--- config.mk ---
export PLATFORM = sky130hd
export DESIGN_NAME = lpht_ctrl_flat
export DESIGN_NICKNAME = d
export VERILOG_FILES = /design/src/rtl/lpht_pkg.sv /design/src/rtl/lpht_if.sv /design/src/rtl/lpht_ctrl.sv /design/src/flat_wrapper.sv
export SDC_FILE = /design/constraint.sdc
export NUM_CORES = 1
export LEC_CHECK = 0
export BUFFER_PORTS_ARGS = -buffer_cell sky130_fd_sc_hd__buf_4
export CAP_MARGIN = 20
export CORE_AREA = 5 5 151 153
export CTS_CLUSTER_SIZE = 24
export DETAILED_ROUTE_END_ITERATION = 8
export DIE_AREA = 0 0 156 158
export PLACE_DENSITY = 0.71
export SYNTH_ARGS = -nofsm -noshare
export SYNTH_HDL_FRONTEND = slang
export SYNTH_SLANG_ARGS = --single-unit
export TNS_END_PERCENT = 50
--- constraint.sdc ---
create_clock -name clk -period 7.6 [get_ports clk]
set_clock_uncertainty 0.1 [all_clocks]
set_input_delay 1.14 -clock clk [delete_from_list [all_inputs] [get_ports clk]]
set_output_delay 1.14 -clock clk [all_outputs]
set_load 0.05 [all_outputs]
--- src/rtl/lpht_pkg.sv ---
// ----------------------------------------------------------------------------
// lpht_pkg
// Shared widths, operation and status codes, and the stored slot entry type
// for the linear-probing hash table.
// ----------------------------------------------------------------------------
package lpht_pkg;

  localparam int TABLE_DEPTH_DEF = 128;

  localparam int FUNC_W   = 2;
  localparam int KEY_W    = 31;
  localparam int DATA_W   = 64;
  localparam int STATUS_W = 3;
  localparam int SLOT_W   = 7;

  // operation codes
  localparam logic [FUNC_W-1:0] FN_INSERT = 2'd0;
  localparam logic [FUNC_W-1:0] FN_DELETE = 2'd1;
  localparam logic [FUNC_W-1:0] FN_FIND   = 2'd2;

  // result status codes
  localparam logic [STATUS_W-1:0] STAT_INSERTED  = 3'd0;
  localparam logic [STATUS_W-1:0] STAT_FULL      = 3'd1;
  localparam logic [STATUS_W-1:0] STAT_DELETED   = 3'd2;
  localparam logic [STATUS_W-1:0] STAT_NOT_FOUND = 3'd3;
  localparam logic [STATUS_W-1:0] STAT_FOUND     = 3'd4;

  typedef struct packed {
    logic              valid;
    logic [KEY_W-1:0]  key;
    logic [DATA_W-1:0] data;
  } entry_t;

endpackage

--- src/rtl/lpht_if.sv ---
// ----------------------------------------------------------------------------
// lpht_in_if / lpht_out_if
// Valid/ready channels for operation beats and result beats.
// ----------------------------------------------------------------------------
interface lpht_in_if;
  import lpht_pkg::*;

  logic              valid;
  logic              ready;
  logic [FUNC_W-1:0] func;
  logic [KEY_W-1:0]  key;
  logic [DATA_W-1:0] record_data;

  modport source (output valid, output func, output key, output record_data, input ready);
  modport sink   (input valid, input func, input key, input record_data, output ready);
endinterface

interface lpht_out_if;
  import lpht_pkg::*;

  logic                valid;
  logic                ready;
  logic [STATUS_W-1:0] status;
  logic [SLOT_W-1:0]   slot;
  logic [DATA_W-1:0]   found_data;

  modport source (output valid, output status, output slot, output found_data, input ready);
  modport sink   (input valid, input status, input slot, input found_data, output ready);
endinterface

--- src/rtl/lpht_ctrl.sv ---
// ----------------------------------------------------------------------------
// lpht_ctrl
// Sequencer: clearing pass, probe loop over the slot store, write-back and
// the result register.
// ----------------------------------------------------------------------------
module lpht_ctrl #(
  parameter int TABLE_DEPTH = lpht_pkg::TABLE_DEPTH_DEF,
  parameter int ADDR_W      = $clog2(TABLE_DEPTH)
) (
  input  logic              clk,
  input  logic              rst_n,
  lpht_in_if.sink           in_ch,
  lpht_out_if.source        out_ch,
  output logic              home_start,
  input  logic              home_done,
  input  logic [ADDR_W-1:0] home,
  output logic              wr_en,
  output logic [ADDR_W-1:0] wr_addr,
  output lpht_pkg::entry_t  wr_entry,
  output logic              rd_en,
  output logic [ADDR_W-1:0] rd_addr,
  input  lpht_pkg::entry_t  rd_entry
);
  import lpht_pkg::*;

  localparam logic [2:0] S_CLR   = 3'd0;
  localparam logic [2:0] S_IDLE  = 3'd1;
  localparam logic [2:0] S_HOME  = 3'd2;
  localparam logic [2:0] S_PROBE = 3'd3;
  localparam logic [2:0] S_BAD   = 3'd4;

  localparam logic [ADDR_W-1:0] LAST_IDX = ADDR_W'(TABLE_DEPTH - 1);

  logic [2:0]          state_r, state_nxt;
  logic [ADDR_W-1:0]   pos_r, pos_nxt;
  logic [ADDR_W-1:0]   cnt_r, cnt_nxt;
  logic [FUNC_W-1:0]   func_r;
  logic [KEY_W-1:0]    key_r;
  logic [DATA_W-1:0]   data_r;
  logic                out_valid_r, out_valid_nxt;
  logic [STATUS_W-1:0] out_status_r, out_status_nxt;
  logic [SLOT_W-1:0]   out_slot_r, out_slot_nxt;
  logic [DATA_W-1:0]   out_data_r, out_data_nxt;

  logic in_fire, out_free, valid_op, stop, last, pos_wrap_last;
  logic [ADDR_W-1:0] pos_inc;

  assign in_fire  = in_ch.valid && in_ch.ready;
  assign out_free = !out_valid_r || out_ch.ready;
  assign valid_op = (in_ch.func == FN_INSERT) || (in_ch.func == FN_DELETE) ||
                    (in_ch.func == FN_FIND);
  // probe ends on an empty slot, a key match, or once every slot is walked
  assign stop          = !rd_entry.valid || (rd_entry.key == key_r);
  assign last          = (cnt_r == LAST_IDX);
  assign pos_wrap_last = (pos_r == LAST_IDX);
  assign pos_inc       = pos_wrap_last ? '0 : pos_r + 1'b1;

  always_comb begin
    state_nxt      = state_r;
    pos_nxt        = pos_r;
    cnt_nxt        = cnt_r;
    out_valid_nxt  = out_valid_r && !out_ch.ready;
    out_status_nxt = out_status_r;
    out_slot_nxt   = out_slot_r;
    out_data_nxt   = out_data_r;
    home_start     = 1'b0;
    wr_en          = 1'b0;
    wr_addr        = pos_r;
    wr_entry       = '{valid: 1'b0, key: rd_entry.key, data: rd_entry.data};
    rd_en          = 1'b0;
    rd_addr        = pos_r;
    in_ch.ready    = 1'b0;

    unique case (state_r)
      S_CLR: begin
        wr_en = 1'b1;
        if (pos_wrap_last) begin
          state_nxt = S_IDLE;
        end else begin
          pos_nxt = pos_inc;
        end
      end
      S_IDLE: begin
        in_ch.ready = 1'b1;
        // ready is high here, so valid alone marks the beat
        if (in_ch.valid) begin
          if (valid_op) begin
            home_start = 1'b1;
            state_nxt  = S_HOME;
          end else begin
            state_nxt  = S_BAD;
          end
        end
      end
      S_HOME: begin
        if (home_done) begin
          rd_en     = 1'b1;
          rd_addr   = home;
          pos_nxt   = home;
          cnt_nxt   = '0;
          state_nxt = S_PROBE;
        end
      end
      S_PROBE: begin
        if (!stop && !last) begin
          pos_nxt = pos_inc;
          cnt_nxt = cnt_r + 1'b1;
          rd_en   = 1'b1;
          rd_addr = pos_inc;
        end else if (out_free) begin
          // result committed; write-back only now so a stall repeats nothing
          out_valid_nxt  = 1'b1;
          out_data_nxt   = '0;
          out_status_nxt = STAT_NOT_FOUND;
          out_slot_nxt   = '0;
          state_nxt      = S_IDLE;
          if (stop) begin
            out_slot_nxt = SLOT_W'(pos_r);
            priority if (func_r == FN_INSERT) begin
              wr_en          = 1'b1;
              wr_entry       = '{valid: 1'b1, key: key_r, data: data_r};
              out_status_nxt = STAT_INSERTED;
            end else if (rd_entry.valid && func_r == FN_DELETE) begin
              wr_en          = 1'b1;
              out_status_nxt = STAT_DELETED;
            end else if (rd_entry.valid) begin
              out_status_nxt = STAT_FOUND;
              out_data_nxt   = rd_entry.data;
            end else begin
              out_status_nxt = STAT_NOT_FOUND;
            end
          end else if (func_r == FN_INSERT) begin
            out_status_nxt = STAT_FULL;
          end
        end
      end
      S_BAD: begin
        if (out_free) begin
          out_valid_nxt  = 1'b1;
          out_status_nxt = STAT_NOT_FOUND;
          out_slot_nxt   = '0;
          out_data_nxt   = '0;
          state_nxt      = S_IDLE;
        end
      end
      default: begin
        state_nxt = S_IDLE;
      end
    endcase
  end

  always_ff @(posedge clk) begin
    if (!rst_n) begin
      state_r     <= S_CLR;
      pos_r       <= '0;
      cnt_r       <= '0;
      out_valid_r <= 1'b0;
    end else begin
      state_r     <= state_nxt;
      pos_r       <= pos_nxt;
      cnt_r       <= cnt_nxt;
      out_valid_r <= out_valid_nxt;
    end
  end

  always_ff @(posedge clk) begin
    if (in_fire) begin
      func_r <= in_ch.func;
      key_r  <= in_ch.key;
      data_r <= in_ch.record_data;
    end
    out_status_r <= out_status_nxt;
    out_slot_r   <= out_slot_nxt;
    out_data_r   <= out_data_nxt;
  end

  assign out_ch.valid      = out_valid_r;
  assign out_ch.status     = out_status_r;
  assign out_ch.slot       = out_slot_r;
  assign out_ch.found_data = out_data_r;

endmodule

--- src/flat_wrapper.sv ---
// flat-port wrapper written by rule: the top's interface ports become plain ports
module lpht_ctrl_flat import lpht_pkg::*;
#(
  parameter int TABLE_DEPTH = lpht_pkg::TABLE_DEPTH_DEF,
  parameter int ADDR_W      = $clog2(TABLE_DEPTH)
)
  (clk, rst_n, home_start, home_done, home, wr_en, wr_addr, wr_entry, rd_en, rd_addr, rd_entry, in_ch_valid, in_ch_func, in_ch_key, in_ch_record_data, in_ch_ready, out_ch_valid, out_ch_status, out_ch_slot, out_ch_found_data, out_ch_ready);
  lpht_in_if in_ch_i ();
  lpht_out_if out_ch_i ();
  input  logic clk;
  input  logic rst_n;
  output logic home_start;
  input  logic home_done;
  input  logic [ADDR_W-1:0] home;
  output logic wr_en;
  output logic [ADDR_W-1:0] wr_addr;
  output lpht_pkg::entry_t wr_entry;
  output logic rd_en;
  output logic [ADDR_W-1:0] rd_addr;
  input  lpht_pkg::entry_t rd_entry;
  input wire logic [$bits(in_ch_i.valid)-1:0] in_ch_valid;
  input wire logic [$bits(in_ch_i.func)-1:0] in_ch_func;
  input wire logic [$bits(in_ch_i.key)-1:0] in_ch_key;
  input wire logic [$bits(in_ch_i.record_data)-1:0] in_ch_record_data;
  output wire logic [$bits(in_ch_i.ready)-1:0] in_ch_ready;
  output wire logic [$bits(out_ch_i.valid)-1:0] out_ch_valid;
  output wire logic [$bits(out_ch_i.status)-1:0] out_ch_status;
  output wire logic [$bits(out_ch_i.slot)-1:0] out_ch_slot;
  output wire logic [$bits(out_ch_i.found_data)-1:0] out_ch_found_data;
  input wire logic [$bits(out_ch_i.ready)-1:0] out_ch_ready;
  assign in_ch_i.valid = in_ch_valid;
  assign in_ch_i.func = in_ch_func;
  assign in_ch_i.key = in_ch_key;
  assign in_ch_i.record_data = in_ch_record_data;
  assign in_ch_ready = in_ch_i.ready;
  assign out_ch_valid = out_ch_i.valid;
  assign out_ch_status = out_ch_i.status;
  assign out_ch_slot = out_ch_i.slot;
  assign out_ch_found_data = out_ch_i.found_data;
  assign out_ch_i.ready = out_ch_ready;
  lpht_ctrl #(.TABLE_DEPTH(TABLE_DEPTH), .ADDR_W(ADDR_W)) u_core (.clk(clk), .rst_n(rst_n), .in_ch(in_ch_i), .out_ch(out_ch_i), .home_start(home_start), .home_done(home_done), .home(home), .wr_en(wr_en), .wr_addr(wr_addr), .wr_entry(wr_entry), .rd_en(rd_en), .rd_addr(rd_addr), .rd_entry(rd_entry));
endmodule
### Word-level counts from Yosys, hierarchy flattened

Index checks and enable logic that the tools add are counted.

* $add $sub $neg: 2
* reduce and logical (&&, ||, !) cells: 23
* muxes and demuxes: 59
* equal/unequal tests: 18

Operators by type and width (number)
* 96-bit two-way mux: 5
* 64-bit two-way mux: 7
* 64-bit case mux with 2 select lines: 1
* 7-bit two-way mux: 10
* 7-bit case mux with 2 select lines: 3
* 3-bit two-way mux: 13
* 31-bit equality test: 1
* 7-bit case mux with 3 select lines: 1
* 3-bit case mux with 5 select lines: 1
* 7-bit by 1-bit adder with 7-bit output (second input constant): 2
* 7-bit equality test (second input constant): 2
* 1-bit two-way mux: 13
* 2-bit by 1-bit != test with 1-bit output (second input constant): 4
* 2-bit != test (second input constant): 4
* 4-bit AND reduction: 2
* 3-bit by 2-bit equality test with 1-bit output (second input constant): 2
* 1-bit case mux with 2 select lines: 3
* 3-bit case mux with 2 select lines: 1
* 1-bit zero test: 5
* 2-bit by 1-bit equality test with 1-bit output (second input constant): 2
* 1-bit logical AND: 4
* 2-bit zero test: 2
* 1-bit logical OR: 4
* 2-bit nonzero test: 2
* 8 further kinds: 8

* output and inout bits: 189
* register bits: 189
* input bits: 205

### Logic depth before layout (Yosys ltp)

Gate-level depths: netlist of the first run.

* depth in word-level cells: 8
* depth in mapped cells: 9
* mapped depth without buffers: 8

### Worst setup path after synthesis of the first run

Ideal clock, no wire load.

* path kind: input -> register
* start point: input port rd_entry[68] (netlist name)
* end point: register u_core.out_data_r[0], in the netlist u_core.out_ch.found_data[0] (enable)
* arrival time: 5.388 ns
* cell stages on the path: 8
* setup time: 0.507 ns
* setup slack: 1.605 ns
* buffers on the path: 1
* cells stage by stage: xor2_1 > nor4_1 > nand4_1 > o21a_1 > buf_2 > nand2_1 > a21boi_0 > nor2_1

* longest elaborated chain between the ends: 6

RTL lines
* start: declaration: RTL line flat_wrapper.sv:20 `input lpht_pkg::entry_t rd_entry;`
* 31-bit equality test: RTL line lpht_ctrl.sv:53 `assign stop = !rd_entry.valid || (rd_entry.key == key_r);`
* 1-bit logical OR: RTL line lpht_ctrl.sv:53
* 1-bit zero test: RTL line lpht_ctrl.sv:105 `if (!stop && !last) begin`
* 1-bit logical AND: RTL line lpht_ctrl.sv:105
* 2-bit != test (no line)
* 4-bit AND reduction (no line)
* end signal: assignment: RTL line lpht_ctrl.sv:174 `out_data_r <= out_data_nxt;`
* end: declaration: RTL line lpht_ctrl.sv:43 `logic [DATA_W-1:0] out_data_r, out_data_nxt;`

Every way passes these cells.
A chain may end at the register's enable or synchronous reset.

==> impl_metrics.csv, run 1 <==
group,metric,value,unit
status,outcome,"completed",
cells_and_area,syn_to_final_growth,43.10,%
power,power.density,187.2,nW/um^2
global_routing,grt_start_max_net_pins,67,
power,finalPower,2.321,mW
clock_tree,clkTransAtPathRegs,0.07,ns
routing,antenna_left,0,
sta,min_period,5.654,ns
clock_tree,post_cts_buffers,0,
critical_path,r2r_setup_slack,3.50,ns
place,port_buffers,393,
global_routing,antenna_found_initial,0,
floorplan,core_area,21420,um^2
min_path,hold_class,"register to register",
floorplan,row_count,54,
sta,rsz0062_at_grt,"false",
routing,vias_per_cell,5.085,
floorplan,die_area,24650,um^2
power,irDropWorstVdd,0.1692,mV
cells_and_area,antenna_cells,0,
sta,hold_viol_final,0,
clock_tree,clockBufferDepth,2,
sta,setup_viol,0,
place,post-place-ws,1.842,ns
sta,maxSlewHeadroom,32.31,%
place,dp_cells,1242,
cells_and_area,stdcell_count,1273,
sta,tns,0,ns
sta,holdWs,0.3699,ns
critical_path,crit_type,"primary input to output port",
power,pwr-share-comb,13.3,%
global_routing,track_usage,20.89,%
clock_tree,root_buffer,"clkbuf_16",
routing,drt_iter0_markers,362,
power,total_leakage_power,4.879,nW
routing,drc,0,
synth,async_reset_ff_share,0,%
clock_tree,cts_made_buffers,17,
critical_path,worstPathArrival,4.41,ns
synth,syn_inst,595,
synth,synth_cell_types,53,
clock_tree,cts_tree,"built",
cells_and_area,final_nets,1188,
global_routing,busiest_layer,"met2",
sta,worst_pin_slew,1.013,ns
sta,drv_slew,0,
synth,synth_ff_type,"edfxtp_1",
cells_and_area,final_util,57.87,%
floorplan,initial_utilization,40.44,%
critical_path,critPathLaunchType,"primary input",
routing,wirelength,26890,um
place,gp_routability_congestion,0.8942,
sta,finalCritPeriodShare,74.39,%
routing,dr.pass1.iters,5,
global_routing,grt_pass1_vias,6457,
floorplan,ios,394,
critical_path,worstSetupEndpointType,"output port",
place,hpwl,20920,um
cells_and_area,fillers,1777,
power,internal_power,1.726,mW
job,maxCapViolCount,0,
power,p_sw,594.3,uW
routing,routed-via-count,6473,
floorplan,die_w,156,um
synth,yosys_register_bits,189,
global_routing,use_met1,24.96,%
clock_tree,h-tree-depth,4,
clock_tree,cts_hold_buf,0,
routing,route.detailed.wl_per_inst,21.12,um
synth,synth-edff-count,171,
power,p_seq_share,48.7,%
global_routing,grt_pass1_wl,38540,um
global_routing,use_met2,36.40,%
place,placed_area,11810,um^2
global_routing,grt_overflow,0,
synth,avgSynthCellArea,14.56,um^2
clock_tree,cts_sinks,189,
clock_tree,clkLatencyLatePin,0.42,ns
sta,timing.fmax,176.9,MHz
synth,yosysWarnings,0,
critical_path,crit_path_max_fanout,66,
power,clock_power_share,38.1,%
power,p_sw_share,25.61,%
critical_path,worst_ep_required_time,6.36,ns
floorplan,die_h,158,um
global_routing,use_met3,6.288,%
clock_tree,postCtsResizedCells,0,
cells_and_area,drive_above_1_share,52.57,%
synth,syn_area,8662,um^2
synth,synth-seq-area-share,63.44,%
synth,synth_fp_nets,802,
cells_and_area,final_area,12400,um^2
sta,finalWorstSetupSlack,1.946,ns
## synth_stat cells, types with 13 or more instances
master    count  area, um^2
edfxtp_1    171        5135
and2_1       66       412.9
mux2_2       57       641.9
xor2_1       37       324.1
mux2_4       30       450.4
nand2_1      22       82.58
clkbuf_1     18       67.56
dfxtp_1      18       360.4
a21oi_1      16       80.08
nor2_1       16       60.06
o21ai_0      16       80.08
and3_1       14       87.58
nand3_1      13       65.06
## area by class of cell
| type | instances | area (um^2) | area share, % |
|---|---|---|---|
| tap | 280 | 350.3 | 2.826 |
| multi-input combinational | 369 | 2943 | 23.74 |
| clock inverter | 14 | 156.4 | 1.262 |
| timing repair buffer | 398 | 3000 | 24.21 |
| clock buffer | 17 | 425.4 | 3.432 |
| sequential | 189 | 5495 | 44.33 |
| inverter | 6 | 25.02 | 0.2019 |
## cell usage in the layout, fill, tap and decap left out, types with 3 or more instances in the layout
cell type    n
a21oi_1     16
a31oi_1      4
and2_1      66
and3_1      14
buf_4      397
clkbuf_16   17
dfxtp_1     18
edfxtp_1   171
inv_1        5
inv_6        4
mux2_1       9
mux2_2      57
mux2_4      30
nand2_1     22
nand2b_1     4
nand3_1     13
nand4_1      3
nor2_1      15
nor2b_1      5
nor3_1       6
nor3b_1      3
nor4_1       7
o21a_1       4
o21ai_0     16
xor2_1      37
## sequential cells by signal (all words and copies together), names as in the netlist
name,flops
u_core.data_r,64
u_core.out_ch.found_data,64
u_core.key_r,31
u_core.cnt_r,7
u_core.out_ch.slot,7
u_core.wr_addr,7
u_core.out_ch.status,3
u_core.state_r,3
u_core.func_r,2
u_core.out_ch.valid,1
## metal layers
metal / wire (um) / vias to the layer above
met3: 2446 / 27
met2: 13940 / 324
li1: - / 2995
met4: 577 / 0
met5: 0 / -
met1: 9924 / 3127
## power groups by stage
stage / Combinational (mW) / Sequential, mW / Clock, mW
after global routing: 0.323 / 1.13 / 0.947
after floorplan: 0.154 / 1.16 / 0
after global placement: 0.307 / 1.15 / 0
final: 0.308 / 1.13 / 0.883
after detailed placement: 0.309 / 1.15 / 0
after CTS: 0.310 / 1.13 / 0.908
## cells by family (layout without fill, tap and decap cells)
family,after synthesis,in the layout,synth area share [%]
adder cells (fa/ha/maj),2,2,0.2888
buffers and inverters,37,435,2.759
AO/OA/AOI/OAI,67,67,5.085
flip-flops,189,189,63.44
multiplexers,97,97,13.90
AND/OR/NAND/NOR,164,164,10.59
XOR/XNOR,39,39,3.943
## worst max-delay path, stage by stage
cell     delay (ns)
buf_4          0.11
xor2_1         0.14
nor4_1         0.55
nand4_1        0.30
o21ai_2        0.47
and4_4         0.63
buf_12         0.40
mux2_2         0.39
buf_4          0.19
## final timing paths
kind | from | end | cells after the start
worst max-delay path | rd_entry[93] | wr_entry[5] | 9
worst min-delay path | u_core.cnt_r[6] | u_core.cnt_r[6] | 2
worst max register to register | u_core.key_r[29] | u_core.out_ch.found_data[18] | 8
worst min register to register | u_core.cnt_r[6] | u_core.cnt_r[6] | 2
(Power assumes the default switching activity.)
==> run 2: changes to the inputs <==
Clock period 7.6 ns to 5.4 ns, I/O delays scaled along.
==> run 2 against run 1 <==
  * First-iteration DRC count is 2.5% lower
  * Via count decreased by 1.1%
  * Non-clock buffer count up 1
  * Sequential power rose by 41%
  * Setup slack got worse by 1.4 ns
  * Count of clock-buffer cells in the layout is 1 higher
  * Hold slack improved by 0.012 ns
  * Critical path type unchanged
  * Routed wire length is 0.36% lower
  * Cell count is 0.24% higher
  * Global-route usage fell by 0.060 points
  * Register-to-register slack lost 1.3 ns
  * Critical endpoint is now wr_entry[28]
  * Die area stayed put
  * Highest routed layer unchanged
==> impl_metrics.csv, run 2 (synthesized netlist as in run 1, its figures left out) <==
group,metric,value,unit
power,irDropWorstVdd,0.1836,mV
place,gp_routability_congestion,0.8687,
floorplan,die_area,24650,um^2
global_routing,antenna_found_initial,1,
sta,hold_viol_final,0,
critical_path,r2r_setup_slack,2.24,ns
place,port_buffers,393,
routing,drc,0,
power,internal_power,2.402,mW
clock_tree,post_cts_buffers,0,
floorplan,initial_utilization,40.44,%
clock_tree,cts_made_buffers,17,
routing,drt_iter0_markers,353,
critical_path,worst_ep_required_time,4.49,ns
critical_path,max_stage_delay,0.51,ns
routing,vias_per_cell,5.015,
clock_tree,h-tree-depth,4,
place,post-place-ws,0.5330,ns
critical_path,r2r_cells,8,
sta,tns,0,ns
critical_path,cp_slowest_cell,"and4_4",
clock_tree,clkLatencyLatePin,0.43,ns
floorplan,core_area,21420,um^2
cells_and_area,final_nets,1189,
clock_tree,cts_tree,"built",
power,p_sw_share,26.65,%
min_path,hold_class,"register to register",
power,p_sw,872.6,uW
clock_tree,cts_hold_buf,0,
sta,min_period,4.829,ns
global_routing,grt_pass1_vias,6454,
job,maxCapViolCount,0,
clock_tree,postCtsResizedCells,0,
power,p_seq_share,48.5,%
power,power.density,263.3,nW/um^2
global_routing,grt_overflow,0,
global_routing,grt_start_max_net_pins,75,
routing,routed-via-count,6399,
critical_path,reg2reg_from,"u_core.key_r[4]",
sta,worst_pin_slew,0.8175,ns
cells_and_area,layout_common_cells,"397 x buf_4, 171 x edfxtp_1, 66 x and2_1",
floorplan,die_h,158,um
clock_tree,clkTransAtPathRegs,0.07,ns
floorplan,row_count,54,
sta,drv_slew,0,
sta,finalCritPeriodShare,89.42,%
global_routing,grt_pass1_wl,38390,um
power,pwr-share-comb,13.3,%
sta,rsz0062_at_grt,"false",
critical_path,crit_start,"rd_entry[68]",
sta,setup_viol,0,
status,outcome,"completed",
cells_and_area,drive_above_1_share,52.66,%
floorplan,ios,394,
power,total_leakage_power,4.899,nW
critical_path,crit_chain,"buf_4 -> xor2_1 -> nor4_1 -> nand4_1 -> o21ai_2 -> and4_4 -> buf_4 -> mux2_2 -> buf_4",
clock_tree,cts_sinks,189,
critical_path,timing.rr.end,"u_core.out_ch.found_data[56]",
routing,dr.pass1.iters,4,
critical_path,crit_top_cell,"buf_4",
critical_path,critPathLaunchType,"primary input",
clock_tree,root_buffer,"clkbuf_16",
floorplan,die_w,156,um
critical_path,crit_path_max_fanout,30,
cells_and_area,syn_to_final_growth,43.54,%
place,hpwl,20760,um
critical_path,worstPathArrival,3.92,ns
critical_path,worstSetupEndpointType,"output port",
sta,finalWorstSetupSlack,0.5711,ns
sta,maxSlewHeadroom,45.50,%
routing,wirelength,26790,um
global_routing,track_usage,20.83,%
cells_and_area,fillers,1758,
critical_path,endpoint,"wr_entry[28]",
critical_path,crit_type,"primary input to output port",
sta,holdWs,0.3824,ns
sta,timing.fmax,207.1,MHz
power,finalPower,3.274,mW
routing,antenna_left,0,
place,dp_cells,1243,
clock_tree,clockBufferDepth,2,
cells_and_area,final_common_cell,"buf_4",
power,clock_power_share,38.2,%
routing,route.detailed.wl_per_inst,21.00,um
cells_and_area,stdcell_count,1276,
run 2: critical path, delay by kind of cell:
family                    cells  cell delay [ns]
muxes                         1             0.39
and+or+nand+nor               3             1.33
buffers and inverters         3             0.72
xor gates and xnor gates      1             0.14
AOI/OAI and AO/OA             1             0.49
run 2: layout make-up:
cell class              count  area (um^2)  area share, %
inverters                   6        25.02         0.2013
clock buffers              18        429.2          3.452
repair buffers            399         3020          24.29
multi-input cells         369         2943          23.67
well taps                 280        350.3          2.818
clock inverters            14        167.7          1.348
diodes                      1        2.502        0.02013
flip-flops and latches    189         5495          44.20
run 2: worst min-delay path by stage:
| stage | endpoint | cells after the start | start |
|---|---|---|---|
| finish | u_core.cnt_r[6] | 2 | u_core.cnt_r[6] |
| global route | u_core.cnt_r[6] | 2 | u_core.cnt_r[6] |
| CTS | u_core.cnt_r[6] | 2 | u_core.cnt_r[6] |
| detailed placement | u_core.cnt_r[6] | 2 | u_core.cnt_r[6] |
| global placement | u_core.cnt_r[6] | 2 | u_core.cnt_r[6] |
| floorplan | u_core.cnt_r[6] | 2 | u_core.cnt_r[6] |
run 2: layer usage:
metal	part of all wire, %	wire length (um)	GRT usage [%]	up-vias
met5	0	0	0	-
met1	36	9728	24.42	3063
met3	9.3	2480	6.042	31
met4	2.0	532	6.253	0
met2	52	14050	37.10	312
li1	-	-	-	2993
run 2: power groups by stage:
stage,combinational [mW],clock (mW),sequential (mW)
finish,0.434,1.25,1.59
global placement,0.433,0,1.62
floorplan,0.216,0,1.63
detailed placement,0.436,0,1.62
global route,0.455,1.35,1.59
CTS,0.437,1.28,1.59
run 2: per-stage QoR:
stage                     cell area (um^2)  util, %
after floorplan                       8665        -
after global placement               11830    55.25
after detailed placement             11830    55.25
after CTS                            12430    58.04
after global routing                 12430    58.05
final                                12430    58.05
==> run 3: changes to the inputs <==
Settings changed: CORE_AREA 5 5 151 153 to 2 2 152 154, DIE_AREA 0 0 156 158 to 0 0 154 156, PLACE_DENSITY 0.71 to 0.68.
==> run 3 against run 2 <==
  * Setup slack improved by 0.30 ns
  * Clock power about the same
  * Critical endpoint is now wr_entry[44]
  * Non-clock buffer count increased by 1
  * Maximum frequency increased by 6.7%
  * Routed wire length decreased by 3.2%
==> impl_metrics.csv, run 3 (synthesized netlist as in run 1, its figures left out) <==
group,metric,value,unit
status,outcome,"completed",
critical_path,worst_ep_required_time,4.49,ns
critical_path,worstSetupEndpointType,"output port",
critical_path,critPathLaunchType,"primary input",
sta,maxSlewHeadroom,34.51,%
sta,setup_viol,0,
floorplan,row_count,55,
clock_tree,cts_made_buffers,17,
sta,timing.fmax,221.0,MHz
global_routing,grt_pass1_vias,6323,
clock_tree,cts_tree,"built",
routing,drt_iter0_markers,299,
place,placed_area,11870,um^2
global_routing,grt_pass1_wl,37740,um
sta,min_period,4.526,ns
clock_tree,cts_sinks,189,
clock_tree,clkLatencyLatePin,0.43,ns
place,port_buffers,393,
routing,drc,0,
power,power.density,264.2,nW/um^2
floorplan,core_area,22370,um^2
cells_and_area,final_common_cell,"buf_4",
place,post-place-ws,0.8437,ns
critical_path,worstPathArrival,3.62,ns
routing,route.detailed.wl_per_inst,20.20,um
clock_tree,clkTransAtPathRegs,0.07,ns
global_routing,track_usage,21.04,%
clock_tree,cts_hold_buf,0,
global_routing,grt_overflow,0,
sta,finalCritPeriodShare,83.81,%
clock_tree,root_buffer,"clkbuf_16",
routing,antenna_left,0,
sta,holdWs,0.3774,ns
sta,worst_pin_slew,0.9824,ns
job,maxCapViolCount,0,
floorplan,initial_utilization,38.73,%
floorplan,die_w,154,um
floorplan,die_h,156,um
sta,rsz0062_at_grt,"false",
cells_and_area,layout_common_cells,"395 x buf_4, 171 x edfxtp_1, 66 x and2_1",
cells_and_area,fillers,1907,
routing,dr.pass1.iters,4,
cells_and_area,final_nets,1190,
sta,tns,0,ns
place,gp_routability_congestion,0.9106,
min_path,hold_class,"register to register",
floorplan,ios,394,
power,total_leakage_power,4.913,nW
routing,vias_per_cell,4.981,
critical_path,crit_path_max_fanout,49,
global_routing,antenna_found_initial,3,
clock_tree,post_cts_buffers,0,
critical_path,crit_type,"primary input to output port",
cells_and_area,regArea,5495,um^2
clock_tree,clockBufferDepth,2,
cells_and_area,drive_above_1_share,52.81,%
routing,routed-via-count,6395,
sta,drv_slew,0,
sta,hold_viol_final,0,
clock_tree,postCtsResizedCells,0,
cells_and_area,final_util,55.83,%
clock_tree,h-tree-depth,4,
sta,finalWorstSetupSlack,0.8742,ns
power,irDropWorstVdd,0.1493,mV
global_routing,grt_start_max_net_pins,75,
routing,wirelength,25940,um
cells_and_area,syn_to_final_growth,44.16,%
floorplan,die_area,24020,um^2
cells_and_area,multi_input_area,2943,um^2
place,hpwl,19570,um
cells_and_area,final_area,12490,um^2
run 3: cell types whose count changed in the layout (fill, tap and decap cells not counted):
cell,before,now
buf_12,2,4
clkinv_8,5,3
buf_6,0,1
clkbuf_1,1,0
clkinvlp_4,0,1
clkinv_4,2,3
bufinv_16,0,1
clkinv_2,0,1
buf_4,397,395
diode_2,1,3
inv_6,4,3
run 3: where the power goes:
part,switching [mW],internal [mW],total (mW)
Clock,0.616,0.664,1.28
Combinational,0.239,0.192,0.431
Sequential,0.00546,1.58,1.59
run 3: layer usage:
layer / vias up / global-route usage (%) / part of all wire [%]
met5: - / 0 / 0
met4: 0 / 8.678 / 2.5
met3: 34 / 6.278 / 8.2
met2: 298 / 35.72 / 51
met1: 3061 / 25.08 / 38
li1: 3002 / - / -
run 3: area by class of cell:
type                       count  share of cell area [%]
antenna                        3                 0.06012
timing repair buffer         400                   24.48
multi-input combinational    369                   23.57
clock inverter                15                   1.423
sequential                   189                   44.01
clock buffer                  17                   3.407
inverter                       6                  0.2004
tap                          285                   2.856
run 3: per-stage QoR:
| step | cells | total power [mW] |
|---|---|---|
| 2_1_floorplan | 595 | 1.845 |
| 5_1_grt | 1284 | 3.401 |
| 3_3_place_gp | 1248 | 2.053 |
| 4_1_cts | 1280 | 3.334 |
| 3_5_place_dp | 1248 | 2.054 |
| 6_report | 1284 | 3.300 |
run 3: worst max-delay path, stage by stage:
cell and delay (ns):
buf_4 0.12, xor2_1 0.14, nor4_1 0.48, nand4_1 0.32
o21ai_2 0.21, buf_4 0.19, and4_4 0.41, buf_12 0.33
mux2_2 0.38, buf_4 0.19
run 3: worst paths after layout:
path                                        from                           end  slack (ns)  depth (start not counted)
worst max-delay path                rd_entry[80]                  wr_entry[44]        0.87                         10
worst max register to register  u_core.key_r[16]  u_core.out_ch.found_data[60]        2.22                          8
worst min register to register   u_core.cnt_r[6]               u_core.cnt_r[6]        0.38                          2
worst min-delay path             u_core.cnt_r[6]               u_core.cnt_r[6]        0.38                          2
